File: src/design/npc_pkg.sv
// ----------------------------------------------------------------------------
// npc_pkg
// shared constants and types of the nearest palette color block
// ----------------------------------------------------------------------------
`default_nettype none

package npc_pkg;

  localparam int PALETTE_DEPTH = 256;
  localparam int INDEX_SPAN    = 256;
  localparam int PAL_AW        = $clog2(PALETTE_DEPTH);
  localparam int SEARCH_LIMIT  = (PALETTE_DEPTH < INDEX_SPAN) ? PALETTE_DEPTH : INDEX_SPAN;

  localparam int COLOR_W       = 8;
  localparam int IDX_W         = 8;
  localparam int RGB_W         = 3 * COLOR_W;
  localparam int CNT_W         = 9;
  localparam int DIST_W        = 2 * COLOR_W + 2;

  localparam int QDEPTH        = 2;
  localparam int QPTR_W        = $clog2(QDEPTH);
  localparam int QCNT_W        = $clog2(QDEPTH + 1);

  localparam int CFG_AW        = 3;
  localparam logic REG_ACTIVE_ENTRIES = 1'b0;

  typedef logic [PAL_AW-1:0] pal_addr_t;

  typedef enum logic {
    OP_WRITE = 1'b0,
    OP_MAP   = 1'b1
  } op_t;

  typedef struct packed {
    op_t                op;
    logic [IDX_W-1:0]   idx;
    logic [RGB_W-1:0]   rgb;
    logic [IDX_W-1:0]   last;
  } item_t;

endpackage

`default_nettype wire

File: src/design/npc_front.sv
// ----------------------------------------------------------------------------
// npc_front
// accepts items, decodes write and map, snapshots the search count,
// holds the configuration register
// ----------------------------------------------------------------------------
`default_nettype none

module npc_front (
  input  wire logic                           clk,
  input  wire logic                           rst_n,
  input  wire logic                           in_valid,
  output logic                                in_stall,
  input  wire logic                           in_action,
  input  wire logic [npc_pkg::IDX_W-1:0]      in_entry_index,
  input  wire logic [npc_pkg::COLOR_W-1:0]    in_red,
  input  wire logic [npc_pkg::COLOR_W-1:0]    in_green,
  input  wire logic [npc_pkg::COLOR_W-1:0]    in_blue,
  input  wire logic                           cfg_psel,
  input  wire logic                           cfg_penable,
  input  wire logic                           cfg_pwrite,
  input  wire logic [npc_pkg::CFG_AW-1:0]     cfg_paddr,
  input  wire logic [31:0]                    cfg_pwdata,
  output logic      [31:0]                    cfg_prdata,
  output logic                                q_push,
  output npc_pkg::item_t                      q_item,
  input  wire logic                           q_ready
);

  logic [npc_pkg::CNT_W-1:0] active_r;
  logic [npc_pkg::CNT_W-1:0] active_nxt;
  logic [npc_pkg::CNT_W-1:0] n_min;
  logic [npc_pkg::CNT_W-1:0] n_sat;
  logic                      idx_ok;
  logic                      cfg_wr;

  assign cfg_wr = cfg_psel && cfg_penable && cfg_pwrite &&
                  (cfg_paddr[2] == npc_pkg::REG_ACTIVE_ENTRIES);

  always_comb begin
    active_nxt = active_r;
    if (cfg_wr) begin
      active_nxt = cfg_pwdata[npc_pkg::CNT_W-1:0];
    end
  end

  always_ff @(posedge clk) begin
    if (!rst_n) begin
      active_r <= npc_pkg::CNT_W'(256);
    end else begin
      active_r <= active_nxt;
    end
  end

  always_comb begin
    cfg_prdata = '0;
    if (cfg_paddr[2] == npc_pkg::REG_ACTIVE_ENTRIES) begin
      cfg_prdata = {{(32 - npc_pkg::CNT_W){1'b0}}, active_r};
    end
  end

  // clamp the search count to one .. limit
  always_comb begin
    n_min = (active_r == '0) ? npc_pkg::CNT_W'(1) : active_r;
    n_sat = (n_min > npc_pkg::CNT_W'(npc_pkg::SEARCH_LIMIT)) ?
            npc_pkg::CNT_W'(npc_pkg::SEARCH_LIMIT) : n_min;
  end

  // writes beyond the store are dropped
  assign idx_ok = (32'(in_entry_index) < npc_pkg::PALETTE_DEPTH);

  assign in_stall = !q_ready;

  always_comb begin
    q_item.op   = in_action ? npc_pkg::OP_MAP : npc_pkg::OP_WRITE;
    q_item.idx  = in_entry_index;
    q_item.rgb  = {in_red, in_green, in_blue};
    q_item.last = npc_pkg::IDX_W'(n_sat - npc_pkg::CNT_W'(1));
    q_push      = in_valid && q_ready && (in_action || idx_ok);
  end

endmodule

`default_nettype wire

File: config.mk
export PLATFORM = sky130hd
export DESIGN_NAME = npc_front
export DESIGN_NICKNAME = d
export VERILOG_FILES = /design/src/design/npc_pkg.sv /design/src/design/npc_front.sv
export SDC_FILE = /design/constraint.sdc
export NUM_CORES = 1
export LEC_CHECK = 0
export ABC_CLOCK_PERIOD_IN_PS = 2100
export BUFFER_PORTS_ARGS = -buffer_cell sky130_fd_sc_hd__buf_2
export CAP_MARGIN = 20
export CORE_UTILIZATION = 30
export DETAILED_ROUTE_END_ITERATION = 10
export GPL_TIMING_DRIVEN = 0
export HOLD_SLACK_MARGIN = 0.08
export PLACE_DENSITY = 0.81
export SETUP_SLACK_MARGIN = 0.5
export SYNTH_ARGS = -nofsm -noshare
export SYNTH_HDL_FRONTEND = slang
export SYNTH_SLANG_ARGS = --single-unit
export TNS_END_PERCENT = 20
File: constraint.sdc
create_clock -name clk -period 2.1 [get_ports clk]
set_input_delay 0.525 -clock clk [delete_from_list [all_inputs] [get_ports clk]]
set_output_delay 0.525 -clock clk [all_outputs]
set_load 0.1 [all_outputs]
Yosys cells after proc, flatten, opt, wreduce, memory -nomap -nowiden
Cells that the tools add are included.
- bits in registers: 9
- output and inout port bits: 75
- logic and storage cells: 14
- add/subtract/negate cells: 1
- magnitude comparators: 1
- muxes and demuxes: 4
- bitwise logic cells: 1
- reduce and logical (&&, ||, !) cells: 6
- operators with widths (operator ; count):
    9-bit two-way mux ; 2
    9-bit > comparator (second input constant) ; 1
    9-bit logical NOT ; 1
    8-bit two-way mux ; 1
    8-bit by 1-bit subtractor with 8-bit output (second input constant) ; 1
    1-bit logical AND ; 4
    1-bit logical NOT ; 1
    1-bit two-way mux ; 1
    1-bit NOT ; 1

Longest topological paths before layout
- depth after elaboration: 5
- depth in mapped cells: 7
- gate-level depth less buffers: 6

Worst setup path after synthesis
OpenSTA, ideal clock, no wires.
- path kind: reg-to-output
- from: register active_r[3] (netlist name)
- to: output q_item[4] (netlist name)
- arrival time: 4257 ps
- required time: 1575 ps
- slack: -2682 ps
- cell stages (with the launch flop): 8
- buffers on the path: 1
- cell sequence: dfxtp_1 clkbuf_2 nor4_1 a21o_1 nand2_1 ha_1 nor3b_1 o21ai_0
- RTL lines (item ; RTL line ; source):
    start, declared ; npc_front.sv:29 ; logic [npc_pkg::CNT_W-1:0] active_r;
    start signal, assigned ; npc_front.sv:48 ; active_r <= npc_pkg::CNT_W'(256);
    start signal, assigned ; npc_front.sv:50 ; active_r <= active_nxt;
    end, declared ; npc_front.sv:25 ; output npc_pkg::item_t q_item,

==> impl_metrics.toml <==
[run_status]
run_status = "finished with violations"
violations = "negative setup slack"

[final_layout]
layout_commonest_cell = "buf_4"
reg.largest.list = "active_r: 9 flops"
layout.cells.most_common_list = "buf_4 (62), buf_2 (49), conb_1 (23), nand2_1 (21), buf_12 (14)"
drive_gt1_share_pct = 70.9
design_area_sq_mm = 0.00206
areaGrowthSynthToFinish_pct = 101
antenna_cells = 0
nets = 314
largest_reg_flops = 9
top_register = "active_r"
fillers = 291

[cts]
clkTransAtPathRegs_ps = 60
clockRootBuffer = "clkbuf_4"
cts_tree = "built"
insertion_delay_ps = 260
clock_sinks = 9
cts_buffer_depth = 2
h-tree-depth = 1
numCtsBuffers = 3

[routing]
num_vias = 1134
drt_iter0_drc = 13
drc = 0
first_pass_iters = 4
wl_per_cell_um = 10.2
avgViaCountPerCell = 4.04
routed_wirelength_um = 2880
postRouteAntennaNets = 0

[sta]
grt_setup_unrepaired = "yes"
setup_viol = 8
timing.final.ws_setup_ps = -398
maxSlewViolCount = 0
fin_crit_ps = 2500
fin_skew_ps = 0
period_share_pct = 119
fmax_ghz = 0.400
timing.hold.ws_ps = 489
hold_viol_final = 0

[yosys]
netlist_instances = 138
syn_area_per_cell_sq_um = 7.42
synthDistinctLibCells = 31
yosys_warnings = 0
synthesis.area_sq_mm = 0.00102
ys_seq_area_share_pct = 17.6
synth_seq_cells = 9

[power]
swShare_pct = 60.4
combPwrFrac_pct = 70.9
power_density_mw_per_mm2 = 520
pwr-share-clk_pct = 12.4
peakVddDrop_v = 0.000316
totalPowerFinal_mw = 1.07
p_sw_mw = 0.646
seqPwrFrac_pct = 16.8
p_leak_nw = 1.02
internal_power_mw = 0.423

[placement]
gp_congestion = 0.794
place_area_sq_mm = 0.00161
pre_cts_ws_ps = -459
numPortBuffers = 68
hpwl_um = 2070

[grt]
grt-ovfl-total = 0
grt_start_max_net_pins = 11
grt_pass1_wl_um = 3970
antenna_found_initial = 0
grt_pass1_vias = 904
track_usage_pct = 14.7

[worst_setup_path]
critPathMaxStageDelay_ps = 300
path_class = "flip-flop to output pin"
path_buf_inv = 2
worstPathRequired_ps = 1570
worstPathArrival_ps = 1970
cp_max_fo = 5
worstSetupPathDepth = 8
crit_chain = "buf_6 > nor4_4 > a21o_1 > nand2_8 > ha_4 > nor3b_4 > o21ai_4 > buf_12"
end_kind = "output pin"
reg2reg_setup_slack_ps = 1290
rr_endpoint = "active_r[3]"
startpoint = "active_r[2]"
slowest_stage = "dfxtp_1"
r2r_start = "active_r[3]"
path_delay_family = "simple AND/OR/NAND/NOR gates"
r2r_cells = 4
start_kind = "flip-flop"
cp-endpoint = "q_item[4]"

[floorplanning]
start_util_pct = 32.5
coreArea_sq_mm = 0.00315
die-area_sq_mm = 0.00365
rows = 20
die_height_um = 60.4
die_w_um = 60.4
ios = 150

[min_path]
hold_depth = 3
hold_start = "cfg_pwdata[8]"
worstHoldPathType = "primary input to flip-flop"

[job]
cap_violations = 0
==> kinds of logic (layout without fill, tap and decap cells) <==
| kind of cell | count (synthesis) | in the layout | synth area share, % |
|---|---|---|---|
| xor gates and xnor gates | 1 | 1 | 0.856 |
| other | 1 | 23 | 0.366 |
| and+or+nand+nor | 45 | 45 | 22.5 |
| buffers and inverters | 63 | 140 | 44.5 |
| adders and majority gates | 1 | 1 | 1.22 |
| AOI/OAI and AO/OA | 17 | 17 | 12.0 |
| muxes | 1 | 1 | 0.978 |
| DFF | 9 | 9 | 17.6 |
==> power by group through the flow <==
stage | registers, mW | logic, mW | clock network, mW
after floorplan | 0.182 | 0.643 | 0
after global placement | 0.183 | 0.699 | 0
after detailed placement | 0.183 | 0.702 | 0
after CTS | 0.182 | 0.748 | 0.137
after global routing | 0.180 | 0.779 | 0.148
final | 0.179 | 0.758 | 0.132
==> synthesized netlist by cell type <==
cell,n,area [sq um]
nor2b_1,9,56.3
a2111oi_0,1,8.76
a32o_1,1,10.0
dfxtp_1,9,180
mux2i_1,1,10.0
nand3_1,1,5.00
conb_1,1,3.75
and4b_1,1,10.0
o211ai_1,1,7.51
inv_1,2,7.51
nor4_1,1,6.26
buf_4,56,420
clkbuf_2,1,5.00
or4_4,1,11.3
nor2_1,2,7.51
a21boi_0,4,30.0
and2_1,1,6.26
nor3b_1,1,7.51
ha_1,1,12.5
buf_6,1,11.3
nand4b_1,1,8.76
clkinv_1,1,3.75
a21boi_1,4,30.0
or4_1,2,15.0
o21ai_0,4,20.0
nor3_1,2,10.0
a21o_1,1,7.51
nand2_1,23,86.3
xnor2_1,1,8.76
o41ai_1,1,8.76
clkbuf_1,2,7.51
==> area by class of cell <==
class / instances / area [sq um] / area share [%]
Tap cell: 44 / 55.1 / 2.67
Multi-Input combinational cell: 88 / 668 / 32.5
Inverter: 3 / 16.3 / 0.790
Sequential cell: 9 / 198 / 9.60
Buffer: 60 / 475 / 23.1
Clock buffer: 4 / 26.3 / 1.28
Timing Repair Buffer: 73 / 619 / 30.1
==> worst min-delay path by stage <==
stage | endpoint | slack [ps]
6_report | active_r[8] | 490
5_1_grt | active_r[8] | 480
4_1_cts | active_r[8] | 490
3_5_place_dp | active_r[7] | 500
3_3_place_gp | active_r[7] | 500
2_1_floorplan | active_r[7] | 460
==> per-stage QoR <==
step                      TNS, ps  std cells  utilization, %
final                       -1910        281            65.3
after global routing        -2470        281            65.3
after CTS                   -1840        281            62.9
after detailed placement    -1840        272            51.1
after global placement      -1780        272            51.1
after floorplan             -6820        160               -
==> repair_timing <==
action	CTS	global route
pin swaps	5	2
hold buffers	0	0
setup endpoints to repair	19	17
buffers inserted	5	0
gates resized for setup	83	23
==> layer usage <==
| layer | vias up | GRT usage [%] | part of all wire [%] |
|---|---|---|---|
| met5 | - | 0 | 0 |
| met4 | 0 | 4.87 | 0.42 |
| met3 | 4 | 3.41 | 9.9 |
| met2 | 69 | 28.1 | 54 |
| met1 | 486 | 15.8 | 35 |
| li1 | 575 | - | - |
==> worst register-to-register path, cell delays in order (launching register included) <==
cell and delay, ps:
dfxtp_2 320, buf_8 120, buf_4 130, nand2_1 50, a21boi_1 70
No activity file was read; power rests on OpenSTA's default activity.
