$ cat config.mk
export PLATFORM = sky130hd
export DESIGN_NAME = npc_queue
export DESIGN_NICKNAME = d
export VERILOG_FILES = /design/src/design/npc_pkg.sv /design/src/design/npc_queue.sv
export SDC_FILE = /design/constraint.sdc
export NUM_CORES = 1
export LEC_CHECK = 0
export BUFFER_PORTS_ARGS = -buffer_cell sky130_fd_sc_hd__clkbuf_2
export CAP_MARGIN = 25
export CORE_UTILIZATION = 40
export CTS_BUF_LIST = sky130_fd_sc_hd__clkbuf_2 sky130_fd_sc_hd__clkbuf_4 sky130_fd_sc_hd__clkbuf_8
export CTS_CLUSTER_DIAMETER = 150
export DETAILED_ROUTE_END_ITERATION = 16
export PLACE_DENSITY = 0.65
export SYNTH_ARGS = -nofsm -noshare
export SYNTH_HDL_FRONTEND = slang
export SYNTH_SLANG_ARGS = --single-unit
$ cat constraint.sdc
create_clock -name clk -period 3.2 [get_ports clk]
set_clock_uncertainty 0.2 [all_clocks]
set_input_delay 0.32 -clock clk [delete_from_list [all_inputs] [get_ports clk]]
set_output_delay 0.32 -clock clk [all_outputs]
set_load 0.02 [all_outputs]
$ cat src/design/npc_pkg.sv
// ----------------------------------------------------------------------------
// npc_pkg
// shared constants and types of the nearest palette color block
// ----------------------------------------------------------------------------
`default_nettype none

package npc_pkg;

  localparam int PALETTE_DEPTH = 256;
  localparam int INDEX_SPAN    = 256;
  localparam int PAL_AW        = $clog2(PALETTE_DEPTH);
  localparam int SEARCH_LIMIT  = (PALETTE_DEPTH < INDEX_SPAN) ? PALETTE_DEPTH : INDEX_SPAN;

  localparam int COLOR_W       = 8;
  localparam int IDX_W         = 8;
  localparam int RGB_W         = 3 * COLOR_W;
  localparam int CNT_W         = 9;
  localparam int DIST_W        = 2 * COLOR_W + 2;

  localparam int QDEPTH        = 2;
  localparam int QPTR_W        = $clog2(QDEPTH);
  localparam int QCNT_W        = $clog2(QDEPTH + 1);

  localparam int CFG_AW        = 3;
  localparam logic REG_ACTIVE_ENTRIES = 1'b0;

  typedef logic [PAL_AW-1:0] pal_addr_t;

  typedef enum logic {
    OP_WRITE = 1'b0,
    OP_MAP   = 1'b1
  } op_t;

  typedef struct packed {
    op_t                op;
    logic [IDX_W-1:0]   idx;
    logic [RGB_W-1:0]   rgb;
    logic [IDX_W-1:0]   last;
  } item_t;

endpackage

`default_nettype wire

$ cat src/design/npc_queue.sv
// ----------------------------------------------------------------------------
// npc_queue
// short fifo of decoded items between front and back
// ----------------------------------------------------------------------------
`default_nettype none

module npc_queue (
  input  wire logic           clk,
  input  wire logic           rst_n,
  input  wire logic           push,
  input  npc_pkg::item_t      push_item,
  output logic                ready,
  output logic                head_valid,
  output npc_pkg::item_t      head_item,
  input  wire logic           pop
);

  npc_pkg::item_t                 slot_r [npc_pkg::QDEPTH];
  logic [npc_pkg::QPTR_W-1:0]     wr_ptr_r;
  logic [npc_pkg::QPTR_W-1:0]     wr_ptr_nxt;
  logic [npc_pkg::QPTR_W-1:0]     rd_ptr_r;
  logic [npc_pkg::QPTR_W-1:0]     rd_ptr_nxt;
  logic [npc_pkg::QCNT_W-1:0]     count_r;
  logic [npc_pkg::QCNT_W-1:0]     count_nxt;
  logic                           do_pop;

  assign ready      = (count_r != npc_pkg::QCNT_W'(npc_pkg::QDEPTH));
  assign head_valid = (count_r != '0);
  assign head_item  = slot_r[rd_ptr_r];
  assign do_pop     = pop && head_valid;

  always_comb begin
    wr_ptr_nxt = wr_ptr_r;
    rd_ptr_nxt = rd_ptr_r;
    count_nxt  = count_r;
    if (push) begin
      wr_ptr_nxt = (32'(wr_ptr_r) == npc_pkg::QDEPTH - 1) ? '0 : wr_ptr_r + 1'b1;
    end
    if (do_pop) begin
      rd_ptr_nxt = (32'(rd_ptr_r) == npc_pkg::QDEPTH - 1) ? '0 : rd_ptr_r + 1'b1;
    end
    if (push && !do_pop) begin
      count_nxt = count_r + 1'b1;
    end else if (!push && do_pop) begin
      count_nxt = count_r - 1'b1;
    end
  end

  always_ff @(posedge clk) begin
    if (!rst_n) begin
      wr_ptr_r <= '0;
      rd_ptr_r <= '0;
      count_r  <= '0;
    end else begin
      wr_ptr_r <= wr_ptr_nxt;
      rd_ptr_r <= rd_ptr_nxt;
      count_r  <= count_nxt;
    end
  end

  always_ff @(posedge clk) begin
    if (push) begin
      slot_r[wr_ptr_r] <= push_item;
    end
  end

endmodule

`default_nettype wire

## Yosys cells after proc, flatten, opt, wreduce, memory -nomap -nowiden

Memory sizes are Yosys's and may differ from the RTL's. A register that Yosys moved wholly into a read port is not among the register bits.
Index checks and enable logic that the tools add are counted.

| storage, ports and cells | value |
|---|---|
| register bits | 4 |
| memory bits (writable) | 82 |
| input bits | 45 |
| output and inout port bits | 43 |
| logic and storage cells | 24 |
| memories kept | 1 |

| operators by class | value |
|---|---|
| add/sub/neg operators | 4 |
| eq/ne operators | 1 |
| muxes and demuxes | 8 |
| reduce and logical (&&, ||, !) cells | 7 |

Memory list:

| memory | depth | bits a word | read ports | clocked after Yosys merged registers in | wr ports | RTL line | source |
|---|---|---|---|---|---|---|---|
| slot_r | 2 | 41 | 1 | 1 | 1 | npc_queue.sv:18 | `npc_pkg::item_t slot_r [npc_pkg::QDEPTH];` |

Operator list:

| operator | number |
|---|---|
| 2-to-1 mux 1 bit | 6 |
| 2-to-1 mux 2 bit | 2 |
| nonzero test 2 bit | 2 |
| logical AND 1 bit | 3 |
| adder 1 bit (second input constant) | 2 |
| adder 2 x 1 -> 2 bit (second input constant) | 1 |
| zero test 1 bit | 2 |
| != test 2 bit (second input constant) | 1 |
| subtractor 2 x 1 -> 2 bit (second input constant) | 1 |

## Depth between registers and ports, before layout

| depth | value |
|---|---|
| depth in word-level cells | 5 |
| gate-level depth with buffers | 5 |
| mapped depth without buffers | 5 |

## Worst setup path before layout

Ideal clock, no wire load.

| timing path | value |
|---|---|
| kind | input-to-reg |
| from | in push |
| to | mem slot_r[0][0] (netlist bit) (enable) |
| library setup time | 0.445 ns |
| arrival time | 2.183 ns |
| data required time | 2.555 ns |
| slack | 0.372 ns |
| cell stages on the path | 1 |
| path buffers | 0 |
| cells stage by stage | nor2b_1 |

| between the ends | value |
|---|---|
| longest elaborated chain between the ends | 2 |

RTL lines:

| element | RTL line | source |
|---|---|---|
| start, declared | npc_queue.sv:10 | `input wire logic push,` |
| 2-to-1 mux 1 bit | npc_queue.sv:62 | `if (push) begin` |
| 2-to-1 mux 1 bit (not written as such) | npc_queue.sv:63 | `slot_r[wr_ptr_r] <= push_item;` |
| end, declared | npc_queue.sv:18 |  |

No other way between the ends.

==> results.md <==
* Outcome: complete, no violations
* Clk sinks at 87
* Data arrival, critical path at around 1900 ps
* Combinational Power Share at 0.254
* Post-DR wirelength/cell at 13.65 um
* CP max stage cell: dfxtp_2
* Number of antenna violations at the first check in global routing at 0
* Die Y at 91.14 um
* WP data required at around 2700 ps
* FF/Latch Area at between 2000 and 3000 sq um
* Worst hold start: rst_n
* Vias per inst at 4.487
* Synth Cell Area at about 3200 sq um
* Detail Route Antenna Nets at 0
* Core Region at slightly below 8000 sq um
* Worst min path class: input port to register
* Post-synthesis cell type count at 17
* Relative slew slack at 0.7299
* Post-synthesis adder-cell area fraction at 0.003937
* Initial drt markers at 54
* Post-synthesis cell count at 150
* Worst r2r path cells at 2
* Crit Path Max Fanout at 26
* Count leader, synth: edfxtp_1
* P&R area growth vs syn at 37.64%
* Slowest stage delay, CP at around 570 ps
* Asr flop ratio synth at 0
* RSZ-0062 raised after global routing: false
* Final worst path period share at 0.7492
* Starting Density at 0.4134
* # port buffers at 87
* Setup TNS at 0 ps
* Top cells by area, synth: edfxtp_1 (77%), mux2_1 (15%), dfxtp_1 (3.1%)
* Sw Ratio at 0.2847
* Yosys warnings at 0
* Fillers at 608
* CTS buffer count at 9
* Synth Area in XOR/XNOR at 0.008268
* Row cnt at 32
* Number of synthesized register bits at 87
* Lkg Pwr at approximately 1.7 nW
* First-pass GRT wire length at ~8500 um
* # setup viols final at 0
* Post-synth EDFFs at 82
* Crit end category: output port
* I/O pin total at 88
* Syn avg cell area at about 21 sq um
* Worst reg-to-reg setup slack at 1510 ps
* Peak VDD IR at around 480 uV
* WL met2 at roughly 2900 um
* H-tree Lvls at 3
* Top layer in use: met4
* Diodes inserted at 0
* Startpoint Class: register
* Critical R2R Launch: wr_ptr_r
* Yosys top cell area share at 0.7748
* GRT Overall Usage at 0.1381
* Die area at 8306 sq um
* Sequential share of the synthesized area at 0.8063
* Internal at approximately 0.0021 W
* Syn Nets at slightly below 200
* Grt total ovfl at 0
* Hold Vio Cnt, Final at 0
* Worst Setup EP: head_item[23]
* Reg-to-Reg End: slot_r[0][40]
* Reg power frac at 0.477
* Drt drc at 0
* Fmax at 417.1 MHz
* Largest family of logic cells by synthesized area: multiplexers
* Switching Power at slightly above 0.0008 W
* CTS root buffer: clkbuf_8
* Number of max-cap violations at 0
* Vias at ~1800
* Post-synthesis mux area share at 0.1453
* Critical path type: register to output port
* Pins Over Slew Limit at 0
* Gp weighted congestion at 0.6913
* M1 WL at between 2000 and 2500 um
* Overall routed net length at about 5400 um
* Largest net degree at the start of global routing at 42
* Synth cell count leaders: edfxtp_1 (82), mux2_1 (41), dfxtp_1 (5)
* DRT Pass-1 Iters at 4
* Post-CTS sizing at 0
* Post-synth top area cell: edfxtp_1
* Die W at between 90 and 100 um
* Final Critical Period at roughly 2400 ps
* HPWL after DPL at 3292 um
* Vias in the first global route at roughly 1900
* Least-Margin Pin Slew at just over 400 ps
* Post-DP Area at between 3000 and 4000 sq um
* CTS tree: done
* Area of the multi-input gates at just under 600 sq um
* Clk_lat worst skew at 340 ps
* Layout cell share with drive strength beyond 1 at 0.3699
* Post-Synth Simple-Gate Area at 0.01772
* Nets at 333
* Synth Flop Type: edfxtp_1
* Compound-cell area share of the yosys netlist at 0.007874
* Routed wl met3 at 195 um
* Cell Pwr Density at between 600 and 700 nW/um^2
* Design area at roughly 4400 sq um
* CTS clk-pin slew, worst paths at 80 ps
* Clock Power Share at 0.269
* Worst-path cell chain: buf_4, mux2_1, clkbuf_2
* Clk buf depth at 2
==> state kept, by name, summed over array words and instances, names as in the netlist, named ones only <==
name / count
count_r: 2
rd_ptr_r: 1
slot_r: 82
wr_ptr_r: 1
==> critical path, delay by kind of cell, from the launching register on <==
family | cells | cell delay, ps
buffers and inverters | 2 | 570
flip-flops | 1 | 570
multiplexers | 1 | 390
==> through the flow <==
step | instances | hold WS, ps | utilization | total power (W) | setup slack [ps]
after floorplan | 150 | 218.9 | - | 0.001910 | 371.6
after global placement | 336 | 296.8 | 0.4855 | 0.002119 | 1137
after detailed placement | 336 | 303.6 | 0.4855 | 0.002121 | 1131
after CTS | 393 | 30.88 | 0.5664 | 0.002951 | 743.0
after global routing | 394 | 40.93 | 0.5690 | 0.003041 | 678.5
final | 394 | 45.71 | 0.5690 | 0.002914 | 802.5
==> layer usage <==
| metal | up-vias | track usage |
|---|---|---|
| met1 | 849 | 0.1570 |
| li1 | 858 | - |
| met3 | 11 | 0.02513 |
| met5 | - | 0 |
| met2 | 50 | 0.2380 |
| met4 | 0 | 0.09127 |
==> cell families after synthesis <==
group	count (synthesis)
flops	87
mux	41
buf+inv	5
xor+xnor	3
fa+ha+maj	1
simple gates	9
compound gates	4
==> layout by cell type, fill, tap and decap left out, types with 2 or more instances in the layout <==
cell,synthesis,layout
clkinv_2,0,3
mux2_1,41,41
clkbuf_8,0,9
buf_4,4,2
clkbuf_2,0,87
edfxtp_1,82,82
dfxtp_1,5,4
dlygate4sd3_1,0,41
bufinv_16,0,2
and2_1,4,3
xnor2_1,2,2
==> layout make-up <==
cell class,instances,area share
Tap cell,102,0.02918
Clock buffer,9,0.02832
Multi-Input combinational cell,58,0.1350
Clock inverter,7,0.02002
Sequential cell,87,0.5861
Timing Repair Buffer,131,0.2014
==> power by group through the flow <==
stage                     logic [W]  clock network, W  registers [W]
after floorplan            0.000532                 0        0.00138
after global placement     0.000704                 0        0.00141
after detailed placement   0.000704                 0        0.00142
after CTS                  0.000748          0.000810        0.00139
after global routing       0.000791          0.000849        0.00140
final                      0.000740          0.000784        0.00139
==> worst min path at each step <==
| stage | cells after the start | endpoint |
|---|---|---|
| final | 2 | wr_ptr_r |
| after global routing | 2 | wr_ptr_r |
| after CTS | 2 | wr_ptr_r |
| after detailed placement | 2 | count_r[1] |
| after global placement | 2 | count_r[1] |
| after floorplan | 0 | slot_r[0][0] |
==> timing repair <==
action                                  in CTS  in global routing
buffers inserted                             0                  0
hold endpoints to repair                    82                  0
endpoints found under the setup margin       0                  0
hold buffers                                41                  0
No activity file was read; power rests on OpenSTA's default activity.
